[config.mk]
export PLATFORM = sky130hd
export DESIGN_NAME = heart_rate_and_rhythm_check_core_flat
export DESIGN_NICKNAME = d
export VERILOG_FILES = /design/src/design/hrrc_pkg.sv /design/src/design/hrrc_if.sv /design/src/design/heart_rate_and_rhythm_check_core.sv /design/src/design/hrrc_div.sv /design/src/flat_wrapper.sv
export VERILOG_INCLUDE_DIRS = /design/src /design/src/design
export SDC_FILE = /design/constraint.sdc
export NUM_CORES = 1
export LEC_CHECK = 0
export BUFFER_PORTS_ARGS = -buffer_cell sky130_fd_sc_hd__buf_2
export CAP_MARGIN = 20
export CORE_ASPECT_RATIO = 0.6
export CORE_MARGIN = 10
export CORE_UTILIZATION = 35
export CTS_BUF_LIST = sky130_fd_sc_hd__clkbuf_4 sky130_fd_sc_hd__clkbuf_8
export CTS_CLUSTER_SIZE = 24
export DETAILED_ROUTE_END_ITERATION = 8
export GPL_ROUTABILITY_DRIVEN = 0
export PLACE_DENSITY_LB_ADDON = 0.2
export SYNTH_ARGS = -nofsm -noshare
export SYNTH_HDL_FRONTEND = slang
export SYNTH_SLANG_ARGS = --single-unit
[constraint.sdc]
create_clock -name clk_i -period 8.3 [get_ports clk_i]
set_input_delay 1.245 -clock clk_i [delete_from_list [all_inputs] [get_ports clk_i]]
set_output_delay 1.245 -clock clk_i [all_outputs]
set_load 0.1 [all_outputs]
[src/design/heart_rate_and_rhythm_check_core_macros.svh]
// assertion macros for the heart rate and rhythm check core
`ifndef HEART_RATE_AND_RHYTHM_CHECK_CORE_MACROS_SVH
`define HEART_RATE_AND_RHYTHM_CHECK_CORE_MACROS_SVH
`ifndef SYNTHESIS
`define HRRC_ASSERT(lbl, prop, msg) \
  lbl: assert property (@(posedge clk_i) disable iff (!rst_ni) prop) else $error(msg);
`define HRRC_ASSERT_NEXT(lbl, ante, cons, msg) \
  lbl: assert property (@(posedge clk_i) disable iff (!rst_ni) (ante) |=> (cons)) \
    else $error(msg);
`else
`define HRRC_ASSERT(lbl, prop, msg)
`define HRRC_ASSERT_NEXT(lbl, ante, cons, msg)
`endif
`endif

[src/design/hrrc_pkg.sv]
// shared types and constants of the heart rate and rhythm check core
package hrrc_pkg;

  localparam int MAX_PEAKS_DEF = 8;

  localparam int POS_W      = 11;
  localparam int RATE_W     = 12;
  localparam int WLEN_W     = 11;
  localparam int BPM_W      = 18;
  localparam int STAT_W     = 2;
  localparam int IV_W       = 12;
  localparam int GAP_W      = 13;
  localparam int PAIR_W     = 14;
  localparam int CFG_IDX_W  = 2;
  localparam int CFG_W      = 12;
  localparam int DIVIDEND_W = 18;
  localparam int DIVISOR_W  = 11;

  localparam logic [CFG_IDX_W-1:0] CFG_SAMPLE_RATE   = 2'd0;
  localparam logic [CFG_IDX_W-1:0] CFG_FALLBACK_RATE = 2'd1;
  localparam logic [CFG_IDX_W-1:0] CFG_WINDOW_LENGTH = 2'd2;

  localparam logic [RATE_W-1:0] SAMPLE_RATE_RST   = 12'd250;
  localparam logic [RATE_W-1:0] FALLBACK_RATE_RST = 12'd340;
  localparam logic [WLEN_W-1:0] WINDOW_LENGTH_RST = 11'd1300;

  typedef enum logic [STAT_W-1:0] {
    STAT_OK   = 2'd0,
    STAT_FEW  = 2'd1,
    STAT_ZERO = 2'd2
  } hrrc_status_e;

  typedef enum logic [2:0] {
    S_IDLE,
    S_DECIDE,
    S_DIV_AVG,
    S_DIV_BPM,
    S_IRR,
    S_WALK,
    S_OUT
  } hrrc_state_e;

  typedef struct packed {
    logic                  start;
    logic [DIVIDEND_W-1:0] dividend;
    logic [DIVISOR_W-1:0]  divisor;
  } hrrc_div_req_t;

  typedef struct packed {
    logic busy;
    logic done;
  } hrrc_div_sts_t;

endpackage

[src/design/hrrc_if.sv]
// valid/ready channels carrying peak beats in and result beats out
interface hrrc_in_if import hrrc_pkg::*; ();
  logic             valid;
  logic             ready;
  logic [POS_W-1:0] peak_position;
  logic             last_peak;

  modport source (output valid, output peak_position, output last_peak, input ready);
  modport sink (input valid, input peak_position, input last_peak, output ready);
endinterface

interface hrrc_out_if import hrrc_pkg::*; ();
  logic              valid;
  logic              ready;
  logic [BPM_W-1:0]  beats_per_minute;
  logic              irregular;
  logic [STAT_W-1:0] status;

  modport source (output valid, output beats_per_minute, output irregular, output status,
                  input ready);
  modport sink (input valid, input beats_per_minute, input irregular, input status,
                output ready);
endinterface

[src/design/heart_rate_and_rhythm_check_core.sv]
// heart rate and rhythm check: top level with sequencer, peak store and rhythm walk
//
// Peak positions of one capture window arrive on in_i, one beat per peak, in
// ascending order; the beat with last_peak closes the window. out_o gives one
// result beat per window: beats per minute, an irregular-rhythm flag and a status.
// A peak that is not last is taken at once. After the last peak the block
// drops in_i.ready and runs its sequencer: a decision state, up to two passes
// of the shared restoring divider (one quotient bit per cycle over an 18-bit
// dividend), a carry check, and for 3 to MaxPeaks peaks with no pending carry
// a walk over the peak store, one read per cycle. Results wait in an output
// register; when the receiver stalls, the block still takes the peaks of the
// next window and holds its next result in the sequencer until the register
// frees up. Reset clears the count, the carry state and the registers to
// their defaults (250, 340, 1300); the peak store needs no clearing.
// Configuration is written through cfg_we_i; the user must write it only
// while idle, as the block itself does not enforce this.
`include "heart_rate_and_rhythm_check_core_macros.svh"

module heart_rate_and_rhythm_check_core import hrrc_pkg::*; #(
  parameter int MaxPeaks = MAX_PEAKS_DEF
) (
  input  logic                 clk_i,
  input  logic                 rst_ni,
  hrrc_in_if.sink              in_i,
  hrrc_out_if.source           out_o,
  input  logic                 cfg_we_i,
  input  logic [CFG_IDX_W-1:0] cfg_idx_i,
  input  logic [CFG_W-1:0]     cfg_wdata_i
);

  localparam int CntW  = $clog2(MaxPeaks + 2);
  localparam int AddrW = $clog2(MaxPeaks);

  function automatic logic pair_irr(input logic signed [PAIR_W-1:0] a,
                                    input logic signed [PAIR_W-1:0] b);
    logic signed [PAIR_W:0]   d;
    logic signed [PAIR_W:0]   lo;
    logic signed [PAIR_W+3:0] d5;
    d  = (a > b) ? ((PAIR_W+1)'(a) - (PAIR_W+1)'(b)) : ((PAIR_W+1)'(b) - (PAIR_W+1)'(a));
    lo = (a > b) ? (PAIR_W+1)'(b) : (PAIR_W+1)'(a);
    d5 = ((PAIR_W+4)'(d) <<< 2) + (PAIR_W+4)'(d);
    return (a != b) && (d5 > (PAIR_W+4)'(lo));
  endfunction

  hrrc_state_e state_q, state_d;

  logic [RATE_W-1:0] sample_rate_q;
  logic [RATE_W-1:0] fallback_rate_q;
  logic [WLEN_W-1:0] window_length_q;

  logic [POS_W-1:0] peak_mem [MaxPeaks];
  logic [POS_W-1:0] rd_data_q;

  logic [CntW-1:0]  count_q;
  logic [POS_W-1:0] first_q;
  logic [POS_W-1:0] last_q;
  logic [POS_W-1:0] prev_q;

  logic                    carry_q;
  logic signed [IV_W-1:0]  carried_iv_q;
  logic [POS_W-1:0]        carried_last_q;
  logic signed [GAP_W-1:0] gap_q;

  logic [BPM_W-1:0] bpm_q;
  logic             irr_q;
  hrrc_status_e     stat_q;

  logic [CntW-1:0]        ptr_q;
  logic [CntW-1:0]        rd_idx_q;
  logic                   rd_vld_q;
  logic [POS_W-1:0]       b_q;
  logic signed [IV_W-1:0] iv_q;

  logic             out_valid_q;
  logic [BPM_W-1:0] out_bpm_q;
  logic             out_irr_q;
  hrrc_status_e     out_stat_q;

  hrrc_div_req_t         div_req;
  hrrc_div_sts_t         div_sts;
  logic [DIVIDEND_W-1:0] div_quo;

  logic                    in_acc;
  logic [CntW-1:0]         count_inc;
  logic                    n_lt2;
  logic                    n_eq2;
  logic                    n_le_max;
  logic [POS_W-1:0]        nm1;
  logic signed [IV_W-1:0]  diff_avg;
  logic signed [IV_W-1:0]  diff_last;
  logic                    avg_ok;
  logic                    last_ok;
  logic [BPM_W-1:0]        num_sr;
  logic [BPM_W-1:0]        num_fb;
  logic signed [GAP_W-1:0] gap_d;
  logic                    issue;
  logic signed [IV_W-1:0]  later;
  logic                    walk_irr;
  logic                    out_load;

  assign in_i.ready = (state_q == S_IDLE);
  assign in_acc     = in_i.valid && in_i.ready;

  // count saturates one above the store depth
  assign count_inc = (count_q == CntW'(MaxPeaks + 1)) ? count_q : count_q + CntW'(1);
  assign n_lt2     = count_q < CntW'(2);
  assign n_eq2     = count_q == CntW'(2);
  assign n_le_max  = count_q <= CntW'(MaxPeaks);
  assign nm1       = POS_W'(count_q - CntW'(1));

  assign diff_avg  = $signed({1'b0, last_q}) - $signed({1'b0, first_q});
  assign diff_last = $signed({1'b0, last_q}) - $signed({1'b0, prev_q});
  // truncating average is positive only when the span reaches count-1
  assign avg_ok    = !diff_avg[IV_W-1] && (diff_avg[POS_W-1:0] >= nm1);
  assign last_ok   = !diff_last[IV_W-1] && (diff_last[POS_W-1:0] != '0);

  // 60 * rate as 64 * rate - 4 * rate
  assign num_sr = BPM_W'({sample_rate_q, 6'b0}) - BPM_W'({sample_rate_q, 2'b0});
  assign num_fb = BPM_W'({fallback_rate_q, 6'b0}) - BPM_W'({fallback_rate_q, 2'b0});

  assign gap_d = $signed({2'b00, first_q}) + $signed({2'b00, window_length_q})
               - $signed({2'b00, carried_last_q});

  assign issue    = (state_q == S_WALK) && (ptr_q < count_q);
  assign later    = $signed({1'b0, rd_data_q}) - $signed({1'b0, b_q});
  assign walk_irr = rd_vld_q && (rd_idx_q >= CntW'(2))
                 && pair_irr(PAIR_W'(later), PAIR_W'(iv_q));

  assign out_load = (state_q == S_OUT) && (!out_valid_q || out_o.ready);

  hrrc_div u_div (
    .clk_i  (clk_i),
    .rst_ni (rst_ni),
    .req_i  (div_req),
    .sts_o  (div_sts),
    .quo_o  (div_quo)
  );

  always_comb begin
    state_d          = state_q;
    div_req.start    = 1'b0;
    div_req.dividend = '0;
    div_req.divisor  = '0;
    unique case (state_q)
      S_IDLE: begin
        if (in_acc && in_i.last_peak) state_d = S_DECIDE;
      end
      S_DECIDE: begin
        if (n_lt2) begin
          state_d = S_OUT;
        end else if (n_le_max) begin
          if (avg_ok) begin
            div_req.start    = 1'b1;
            div_req.dividend = DIVIDEND_W'(diff_avg[POS_W-1:0]);
            div_req.divisor  = DIVISOR_W'(nm1);
            state_d          = S_DIV_AVG;
          end else begin
            state_d = S_IRR;
          end
        end else if (last_ok) begin
          div_req.start    = 1'b1;
          div_req.dividend = num_fb;
          div_req.divisor  = DIVISOR_W'(diff_last[POS_W-1:0]);
          state_d          = S_DIV_BPM;
        end else begin
          state_d = S_IRR;
        end
      end
      S_DIV_AVG: begin
        if (div_sts.done) begin
          div_req.start    = 1'b1;
          div_req.dividend = num_sr;
          div_req.divisor  = div_quo[DIVISOR_W-1:0];
          state_d          = S_DIV_BPM;
        end
      end
      S_DIV_BPM: begin
        if (div_sts.done) state_d = S_IRR;
      end
      S_IRR: begin
        if (carry_q || n_eq2 || !n_le_max) state_d = S_OUT;
        else state_d = S_WALK;
      end
      S_WALK: begin
        if (!issue && !rd_vld_q) state_d = S_OUT;
      end
      S_OUT: begin
        if (out_load) state_d = S_IDLE;
      end
      default: state_d = S_IDLE;
    endcase
  end

  always_ff @(posedge clk_i or negedge rst_ni) begin
    if (!rst_ni) begin
      state_q         <= S_IDLE;
      sample_rate_q   <= SAMPLE_RATE_RST;
      fallback_rate_q <= FALLBACK_RATE_RST;
      window_length_q <= WINDOW_LENGTH_RST;
      count_q         <= '0;
      carry_q         <= 1'b0;
      carried_iv_q    <= '0;
      carried_last_q  <= '0;
      rd_vld_q        <= 1'b0;
      out_valid_q     <= 1'b0;
    end else begin
      state_q  <= state_d;
      rd_vld_q <= issue;

      if (cfg_we_i) begin
        unique case (cfg_idx_i)
          CFG_SAMPLE_RATE:   sample_rate_q   <= cfg_wdata_i[RATE_W-1:0];
          CFG_FALLBACK_RATE: fallback_rate_q <= cfg_wdata_i[RATE_W-1:0];
          CFG_WINDOW_LENGTH: window_length_q <= cfg_wdata_i[WLEN_W-1:0];
          default: ;
        endcase
      end

      if (in_acc) count_q <= count_inc;
      else if (out_load) count_q <= '0;

      // a pending carry is consumed by the next window of two or more peaks
      if (state_q == S_IRR) begin
        if (carry_q) begin
          carry_q <= 1'b0;
        end else if (n_eq2) begin
          carry_q        <= 1'b1;
          carried_iv_q   <= diff_avg;
          carried_last_q <= last_q;
        end
      end

      if (out_load) out_valid_q <= 1'b1;
      else if (out_o.ready) out_valid_q <= 1'b0;
    end
  end

  always_ff @(posedge clk_i) begin
    if (in_acc) begin
      if (count_q < CntW'(MaxPeaks)) peak_mem[count_q[AddrW-1:0]] <= in_i.peak_position;
      if (count_q == '0) first_q <= in_i.peak_position;
      prev_q <= last_q;
      last_q <= in_i.peak_position;
    end

    if (issue) begin
      rd_data_q <= peak_mem[ptr_q[AddrW-1:0]];
      rd_idx_q  <= ptr_q;
      ptr_q     <= ptr_q + CntW'(1);
    end

    if (state_q == S_DECIDE) begin
      gap_q <= gap_d;
      bpm_q <= '0;
      irr_q <= 1'b0;
      if (n_lt2) stat_q <= STAT_FEW;
      else if (n_le_max ? avg_ok : last_ok) stat_q <= STAT_OK;
      else stat_q <= STAT_ZERO;
    end

    if (state_q == S_DIV_BPM && div_sts.done) bpm_q <= div_quo;

    if (state_q == S_IRR) begin
      ptr_q <= CntW'(1);
      b_q   <= first_q;
      if (carry_q) irr_q <= pair_irr(PAIR_W'(carried_iv_q), PAIR_W'(gap_q));
    end

    // each returned entry closes one interval; pairs start with the second
    if (rd_vld_q) begin
      b_q  <= rd_data_q;
      iv_q <= later;
      if (walk_irr) irr_q <= 1'b1;
    end

    if (out_load) begin
      out_bpm_q  <= bpm_q;
      out_irr_q  <= irr_q;
      out_stat_q <= stat_q;
    end
  end

  assign out_o.valid            = out_valid_q;
  assign out_o.beats_per_minute = out_bpm_q;
  assign out_o.irregular        = out_irr_q;
  assign out_o.status           = out_stat_q;

  `HRRC_ASSERT(a_div_idle, (state_q == S_IDLE) |-> !div_sts.busy, "divider busy while idle")
  `HRRC_ASSERT(a_div_done, div_sts.done |-> (state_q == S_DIV_AVG || state_q == S_DIV_BPM),
               "divider result outside a divide step")
  `HRRC_ASSERT(a_err_bpm, (out_valid_q && out_stat_q != STAT_OK) |-> (out_bpm_q == '0),
               "nonzero rate with error status")
  `HRRC_ASSERT(a_count_sat, count_q <= CntW'(MaxPeaks + 1), "peak count past saturation")
  `HRRC_ASSERT_NEXT(a_out_load, out_load, out_valid_q && count_q == '0,
                    "result not posted or count not cleared")

endmodule

[src/design/hrrc_div.sv]
// restoring divider, one quotient bit per cycle
module hrrc_div import hrrc_pkg::*; (
  input  logic                  clk_i,
  input  logic                  rst_ni,
  input  hrrc_div_req_t         req_i,
  output hrrc_div_sts_t         sts_o,
  output logic [DIVIDEND_W-1:0] quo_o
);

  localparam int CntW = $clog2(DIVIDEND_W + 1);

  logic                  busy_q;
  logic                  done_q;
  logic [CntW-1:0]       cnt_q;
  logic [DIVISOR_W-1:0]  rem_q;
  logic [DIVIDEND_W-1:0] quo_q;
  logic [DIVISOR_W-1:0]  dvs_q;

  logic [DIVISOR_W:0]    shifted;
  logic [DIVISOR_W+1:0]  trial;
  logic                  fits;

  assign shifted = {rem_q, quo_q[DIVIDEND_W-1]};
  assign trial   = {1'b0, shifted} - {2'b00, dvs_q};
  assign fits    = !trial[DIVISOR_W+1];

  always_ff @(posedge clk_i or negedge rst_ni) begin
    if (!rst_ni) begin
      busy_q <= 1'b0;
      done_q <= 1'b0;
      cnt_q  <= '0;
    end else begin
      done_q <= 1'b0;
      if (req_i.start) begin
        busy_q <= 1'b1;
        cnt_q  <= CntW'(DIVIDEND_W);
      end else if (busy_q) begin
        cnt_q <= cnt_q - CntW'(1);
        if (cnt_q == CntW'(1)) begin
          busy_q <= 1'b0;
          done_q <= 1'b1;
        end
      end
    end
  end

  always_ff @(posedge clk_i) begin
    if (req_i.start) begin
      quo_q <= req_i.dividend;
      rem_q <= '0;
      dvs_q <= req_i.divisor;
    end else if (busy_q) begin
      quo_q <= {quo_q[DIVIDEND_W-2:0], fits};
      rem_q <= fits ? trial[DIVISOR_W-1:0] : shifted[DIVISOR_W-1:0];
    end
  end

  assign sts_o.busy = busy_q;
  assign sts_o.done = done_q;
  assign quo_o      = quo_q;

endmodule
[src/flat_wrapper.sv]
// flat-port wrapper written by rule: the top's interface ports become plain ports
module heart_rate_and_rhythm_check_core_flat import hrrc_pkg::*;
#(
  parameter int MaxPeaks = MAX_PEAKS_DEF
)
  (clk_i, rst_ni, cfg_we_i, cfg_idx_i, cfg_wdata_i, in_i_valid, in_i_peak_position, in_i_last_peak, in_i_ready, out_o_valid, out_o_beats_per_minute, out_o_irregular, out_o_status, out_o_ready);
  hrrc_in_if in_i_i ();
  hrrc_out_if out_o_i ();
  input  logic clk_i;
  input  logic rst_ni;
  input  logic cfg_we_i;
  input  logic [CFG_IDX_W-1:0] cfg_idx_i;
  input  logic [CFG_W-1:0] cfg_wdata_i;
  input wire logic [$bits(in_i_i.valid)-1:0] in_i_valid;
  input wire logic [$bits(in_i_i.peak_position)-1:0] in_i_peak_position;
  input wire logic [$bits(in_i_i.last_peak)-1:0] in_i_last_peak;
  output wire logic [$bits(in_i_i.ready)-1:0] in_i_ready;
  output wire logic [$bits(out_o_i.valid)-1:0] out_o_valid;
  output wire logic [$bits(out_o_i.beats_per_minute)-1:0] out_o_beats_per_minute;
  output wire logic [$bits(out_o_i.irregular)-1:0] out_o_irregular;
  output wire logic [$bits(out_o_i.status)-1:0] out_o_status;
  input wire logic [$bits(out_o_i.ready)-1:0] out_o_ready;
  assign in_i_i.valid = in_i_valid;
  assign in_i_i.peak_position = in_i_peak_position;
  assign in_i_i.last_peak = in_i_last_peak;
  assign in_i_ready = in_i_i.ready;
  assign out_o_valid = out_o_i.valid;
  assign out_o_beats_per_minute = out_o_i.beats_per_minute;
  assign out_o_irregular = out_o_i.irregular;
  assign out_o_status = out_o_i.status;
  assign out_o_i.ready = out_o_ready;
  heart_rate_and_rhythm_check_core #(.MaxPeaks(MaxPeaks)) u_core (.clk_i(clk_i), .rst_ni(rst_ni), .in_i(in_i_i), .out_o(out_o_i), .cfg_we_i(cfg_we_i), .cfg_idx_i(cfg_idx_i), .cfg_wdata_i(cfg_wdata_i));
endmodule
; Word level (Yosys, flattened, before mapping)
; Memories as Yosys holds them, arrays and structs flattened. A register that Yosys moved wholly into a read port is not among the register bits.
; Index checks and enable logic that the tools add are counted.
[totals]
ram_bits = 88
out_inout_bits = 23
wordCells = 170
reg_bits = 234
mem_count = 1
[classes]
bitwise_logic = 1
order_cmp = 10
reduce_logical = 38
eq_ne = 19
addsub = 18
muxes = 53
[memory_table]
columns = name, depth, width, rd, rd_clocked_by_memory_dff, wr, line
row1 = u_core.peak_mem, 8, 11, 1, 1, 1, heart_rate_and_rhythm_check_core.sv:51  ; logic [POS_W-1:0] peak_mem [MaxPeaks];
[op_table]
columns = op, count
row1 = $mux 30, 5
row2 = $mux 18, 4
row3 = $mux 15, 4
row4 = $pmux 30 s2, 1
row5 = $add 17x15->18, 2
row6 = $gt 18x15->1, 2
row7 = $sub 11x11->12, 3
row8 = $sub 18x14->18, 2
row9 = $mux 11, 3
row10 = $mux 3, 9
row11 = $sub 12x12->13, 2
row12 = $pmux 3 s7, 1
row13 = $mux 1, 19
row14 = $sub 12x13->14, 1
row15 = $sub 13x12->14, 1
row16 = $gt 12x13->1, 1
row17 = $ne 12x13->1, 1
row18 = $sub 12x11->13, 1
row19 = $sub 13x12->13, 1
row20 = $add 11x11->12, 1
row21 = $gt 12x12->1, 1
row22 = $logic_and 1x1->1, 12
row23 = $mux 4, 3
row24 = $ne 12x12->1, 1
row25 = 32 further kinds, 58

; Logic depth before layout (Yosys ltp)
[logic_depth]
word_depth = 9
depth_mapped = 45
depth_no_buf = 43

; Modules after synthesis
; A second synthesis with hierarchy kept.
[unflattened]
hier_cells = 1997
hier_area_um2 = 21341.7
[modules_own_cells]
columns = mod, area_each_um2, n_inst, cells_per_inst
row1 = heart_rate_and_rhythm_check_core, 18841.8, 1, 1766
row2 = hrrc_div, 2499.9, 1, 231

; Least setup slack after synthesis
; No wires, ideal clock.
[synth_timing]
path_type = reg-to-reg
start = register u_core.b_q[1]
end = register u_core.irr_q
path_slack_ps = 671
synth_period_minus_slack_ps = 7629
t_required_ps = 8167
t_arrival_ps = 7495
path_buffers = 2
setup_time_ps = 133
path_stages_with_launch = 43
path_cell_list = edfxtp_1 -> inv_1 -> ha_1 -> nor2b_1 -> o21ai_0 -> a21oi_1 -> o21ai_0 -> nand2b_1 -> a21o_1 -> a21o_1 -> a21o_1 -> a21o_1 -> a31oi_1 -> inv_1 -> ha_1 -> buf_4 -> nand3_2 -> nor4_4 -> [7 not listed] -> ha_1 -> inv_1 -> fa_1 -> inv_1 -> a21oi_1 -> o21ai_0 -> nand2_1 -> o31ai_4 -> a2111oi_2 -> o41ai_2 -> a31o_1 -> ha_1 -> and3_1 -> nand3_1 -> nor4_1 -> a221oi_1 -> a311oi_1 -> o31ai_1
[synth_between]
elab_chain_len = 9
[synth_lines]
columns = item, line
row1 = from (decl), heart_rate_and_rhythm_check_core.sv:71  ; logic [POS_W-1:0] b_q;
row2 = from (signal assigned), heart_rate_and_rhythm_check_core.sv:265  ; b_q <= first_q;
row3 = from (signal assigned), heart_rate_and_rhythm_check_core.sv:271  ; b_q <= rd_data_q;
row4 = $sub 11x11->12 *, heart_rate_and_rhythm_check_core.sv:125  ; assign later = $signed({1'b0, rd_data_q}) - $signed({1'b0, b_q});
row5 = via u_core.later[11], heart_rate_and_rhythm_check_core.sv:97  ; logic signed [IV_W-1:0] later;
row6 = $sub 12x12->13 or $gt 12x12->1 (tied branches), "heart_rate_and_rhythm_check_core.sv:39, heart_rate_and_rhythm_check_core.sv:40"
row7 = $mux 15, heart_rate_and_rhythm_check_core.sv:39  ; d = (a > b) ? ((PAIR_W+1)'(a) - (PAIR_W+1)'(b)) : ((PAIR_W+1)'(b) - (PAIR_W+1)'(a));
row8 = $add 17x15->18, heart_rate_and_rhythm_check_core.sv:41  ; d5 = ((PAIR_W+4)'(d) <<< 2) + (PAIR_W+4)'(d);
row9 = $gt 18x15->1, heart_rate_and_rhythm_check_core.sv:42  ; return (a != b) && (d5 > (PAIR_W+4)'(lo));
row10 = $logic_and 1x1->1 *, heart_rate_and_rhythm_check_core.sv:42
row11 = $logic_and 1x1->1 *, heart_rate_and_rhythm_check_core.sv:127  ; && pair_irr(PAIR_W'(later), PAIR_W'(iv_q));
row12 = $mux 1 *, heart_rate_and_rhythm_check_core.sv:273  ; if (walk_irr) irr_q <= 1'b1;
row13 = $mux 1 *, heart_rate_and_rhythm_check_core.sv:270  ; if (rd_vld_q) begin
row14 = to (signal assigned), heart_rate_and_rhythm_check_core.sv:266  ; if (carry_q) irr_q <= pair_irr(PAIR_W'(carried_iv_q), PAIR_W'(gap_q));
row15 = to (decl), heart_rate_and_rhythm_check_core.sv:65  ; logic irr_q;
; Mark *: on every way through the listed nets, which the timed path passes. The rest lies on a longest branch.
; A chain may end at the register's enable or synchronous reset.

; Worst setup path in the final report
[layout_timing]
start = register u_core.rd_data_q[0] (read register of u_core.peak_mem)
end = register u_core.irr_q
[layout_between]
elab_chain_len = 9
[layout_lines]
columns = item, line
row1 = from (decl), heart_rate_and_rhythm_check_core.sv:52  ; logic [POS_W-1:0] rd_data_q;
row2 = $sub 11x11->12 *, heart_rate_and_rhythm_check_core.sv:125
row3 = via u_core.later[10], heart_rate_and_rhythm_check_core.sv:97
row4 = $sub 12x12->13 or $gt 12x12->1 (tied branches), "heart_rate_and_rhythm_check_core.sv:39, heart_rate_and_rhythm_check_core.sv:40"
row5 = $mux 15, heart_rate_and_rhythm_check_core.sv:39
row6 = $add 17x15->18, heart_rate_and_rhythm_check_core.sv:41
row7 = $gt 18x15->1, heart_rate_and_rhythm_check_core.sv:42
row8 = $logic_and 1x1->1 *, heart_rate_and_rhythm_check_core.sv:42
row9 = $logic_and 1x1->1 *, heart_rate_and_rhythm_check_core.sv:127
row10 = $mux 1 *, heart_rate_and_rhythm_check_core.sv:273
row11 = $mux 1 *, heart_rate_and_rhythm_check_core.sv:270
; Marked as above.

==> flow_metrics.env <==
export IMPL_ys_types=92
export IMPL_io_pins=54
export IMPL_layout_nets=2279
export IMPL_hpwl_um=43800
export IMPL_vias=14900
export IMPL_holdPathStages=0
export IMPL_vias_per_cell=5.24
export IMPL_yosys_area_top_type="edfxtp_1"
export IMPL_fp_dieW_um=335
export IMPL_grtUsageTotal=0.161
export IMPL_busiest_layer="met1"
export IMPL_synth_area_per_cell_sq_um=10.8
export IMPL_finalHoldViolCount=0
export IMPL_synth_top_area_frac=0.347
export IMPL_ys_seq_elements=332
export IMPL_path_common_cell="ha_1"
export IMPL_r2r_start="u_core.rd_data_q[0]$_DFFE_PP_"
export IMPL_overflow=0
export IMPL_r2r_slack_ns=0.57
export IMPL_worst_path_max_fanout=8
export IMPL_setup_tns_ns=0
export IMPL_r2r_cells=38
export IMPL_worst_pin_slew_ns=1.10
export IMPL_core_area_sq_um=59100
export IMPL_slew_viol_final=0
export IMPL_setup_viol=0
export IMPL_holdCritPathClass="reg2reg"
export IMPL_relSlewSlack=0.266
export IMPL_critPathSlowestCell="edfxtp_1"
export IMPL_cp_data_arrival_time_ns=8.21
export IMPL_worstPathRequired_ns=8.79
export IMPL_synthFlopType="edfxtp_1"
export IMPL_max_stage_delay_ns=0.38
export IMPL_area_growth_pct=12.1
export IMPL_fp_dieArea_sq_um=70100
export IMPL_critPathLaunchType="flip-flop"
export IMPL_grt_pass1_vias=14400
export IMPL_fill_cells=5689
export IMPL_whs_endpoint="u_core.out_o.beats_per_minute[14]$_DFFE_PP_"
export IMPL_max_cap_violations=0
export IMPL_max_freq_mhz=129
export IMPL_dieHeight_um=209
export IMPL_synth_area_sq_um=20900
export IMPL_ant_nets=0
export IMPL_grtUsageMet2=0.201
export IMPL_grt_use_met1=0.268
export IMPL_wl_per_cell_um=20.2
export IMPL_synth_area_leaders="edfxtp_1, ha_1, dfrtp_1"
export IMPL_mostFrequentLayoutCells="edfxtp_1, ha_1, inv_1"
export IMPL_min_from="u_core.bpm_q[14]$_SDFFCE_PN0P_"
export IMPL_endpoint_kind="flip-flop"
export IMPL_clock_skew_ns=0.0459
export IMPL_first_iter_violations=1377
export IMPL_layout_commonest_cell="edfxtp_1"
export IMPL_postSynthNetCount=2195
export IMPL_r2r_end="u_core.irr_q$_DFF_P_"
export IMPL_synth_edf_count=241
export IMPL_firstDrtPassIters=5
export IMPL_path_clk_slew_ns=0.07
export IMPL_grt_antenna_before_repair=1
export IMPL_grt_pass1_wl_um=88400
export IMPL_finalWirelength_um=57500
export IMPL_num_rows=69
export IMPL_clock_latency_ns=0.64
export IMPL_numCtsBuffers=51
export IMPL_start_util=0.353
export IMPL_ctsHoldBuffers=0
export IMPL_cts_tree="yes"
export IMPL_root_buffer="clkbuf_8"
export IMPL_synthArstFlopShare=0.226
export IMPL_yosysWarnings=0
export IMPL_synthCells=1941
export IMPL_numPortBuffers=53
export IMPL_h_tree_depth=2
export IMPL_gr_usage_met3=0.0416
export IMPL_crit_type="reg2reg"
export IMPL_clock_sinks=332
export IMPL_drcViolationCount=0
export IMPL_min_period_ns=7.73
export IMPL_status="completed"
export IMPL_synth_seq_area_share=0.453
export IMPL_diodes=0
export IMPL_finalCritPeriodShare=0.931
export IMPL_grt_max_degree=60
export IMPL_clock_path_buffers=3
export IMPL_drive_gt1_frac=0.151
[cell families (layout without fill, tap and decap cells)]
group                    count (synthesis)  count (layout)  share of synthesized area
adder cells (fa/ha/maj)                223             223                      0.138
buffers and inverters                  261             388                     0.0491
multiplexers                            91              91                     0.0607
XOR/XNOR                               112             112                     0.0474
AO/OA/AOI/OAI                          461             461                      0.146
AND/OR/NAND/NOR                        461             461                      0.106
flip-flops                             332             332                      0.453
[worst max-delay path by stage]
stage / end / start / slack (ns) / depth (start not counted)
detailed placement: u_core.irr_q$_DFF_P_ / u_core.b_q[1]$_DFFE_PP_ / 0.14 / 39
global route: u_core.irr_q$_DFF_P_ / u_core.rd_data_q[0]$_DFFE_PP_ / -0.01 / 42
CTS: u_core.irr_q$_DFF_P_ / u_core.b_q[1]$_DFFE_PP_ / 0.08 / 39
finish: u_core.irr_q$_DFF_P_ / u_core.rd_data_q[0]$_DFFE_PP_ / 0.57 / 38
global placement: u_core.irr_q$_DFF_P_ / u_core.b_q[1]$_DFFE_PP_ / 0.36 / 37
floorplan: u_core.irr_q$_DFF_P_ / u_core.b_q[1]$_DFFE_PP_ / 0.67 / 42
[metrics by stage]
stage / hold WS, ns / cells / setup WS, ns / util / area, sq um
after floorplan: 0.400 / 1941 / 0.671 / - / 20900
after global placement: 0.410 / 2745 / 0.364 / 0.374 / 22100
after detailed placement: 0.405 / 2745 / 0.142 / 0.374 / 22100
after CTS: 0.420 / 2841 / 0.0833 / 0.393 / 23300
after global routing: 0.437 / 2849 / -0.0113 / 0.395 / 23400
final: 0.419 / 2849 / 0.572 / 0.395 / 23400
[layer usage]
metal  vias up  routed length [um]
met5         -                   0
met4         0                 588
met3        58                4650
met2       511               20700
met1      7218               31500
li1       7156                   -
[sequential cells by signal, indices dropped and copies added, names as in the netlist, 12 cells and up]
| name | flops |
|---|---|
| u_core.iv_q | 12 |
| u_core.gap_q | 13 |
| u_core.bpm_q | 18 |
| u_core.u_div.quo_o | 18 |
| u_core.fallback_rate_q | 12 |
| u_core.sample_rate_q | 12 |
| u_core.out_o.beats_per_minute | 18 |
| u_core.carried_iv_q | 12 |
| u_core.peak_mem | 88 |
[worst max-delay path: cells and delay by family, from the launching register on]
kind            cells  cell delay [ns]
compound gates     17             3.29
xor+xnor            2             0.43
fa+ha+maj           5             1.36
buf+inv             3             0.36
flops               1             0.38
mux                 1             0.27
simple gates       10             1.48
[what timing repair did]
item,4_1_cts,5_1_grt
setup buffers,0,7
setup endpoints to repair,0,1
gates resized for setup,0,15
[cell usage after synthesis, drive strengths merged (20+ instances only)]
cell type / n
o21a: 21
mux2: 45
o21ai: 127
a21oi: 111
a21boi: 20
mux4: 23
edfxtp: 241
mux2i: 23
nand3: 28
inv: 207
nor2b: 23
xnor2: 74
a21o: 52
nand2: 145
nor3: 38
nor2: 133
clkbuf: 36
ha: 211
dfrtp: 61
xor2: 38
[cell type report]
| class | count | area, sq um | area share |
|---|---|---|---|
| Multi-Input combinational cell | 1348 | 10500 | 0.449 |
| Clock inverter | 21 | 248 | 0.0106 |
| Clock buffer | 75 | 920 | 0.0393 |
| Tap cell | 781 | 977 | 0.0418 |
| Sequential cell | 332 | 9450 | 0.404 |
| Inverter | 209 | 785 | 0.0335 |
| Timing Repair Buffer | 83 | 500 | 0.0214 |
Power is not shown: default switching activity piles up to over one toggle a cycle in this logic, so the estimate is an artifact.
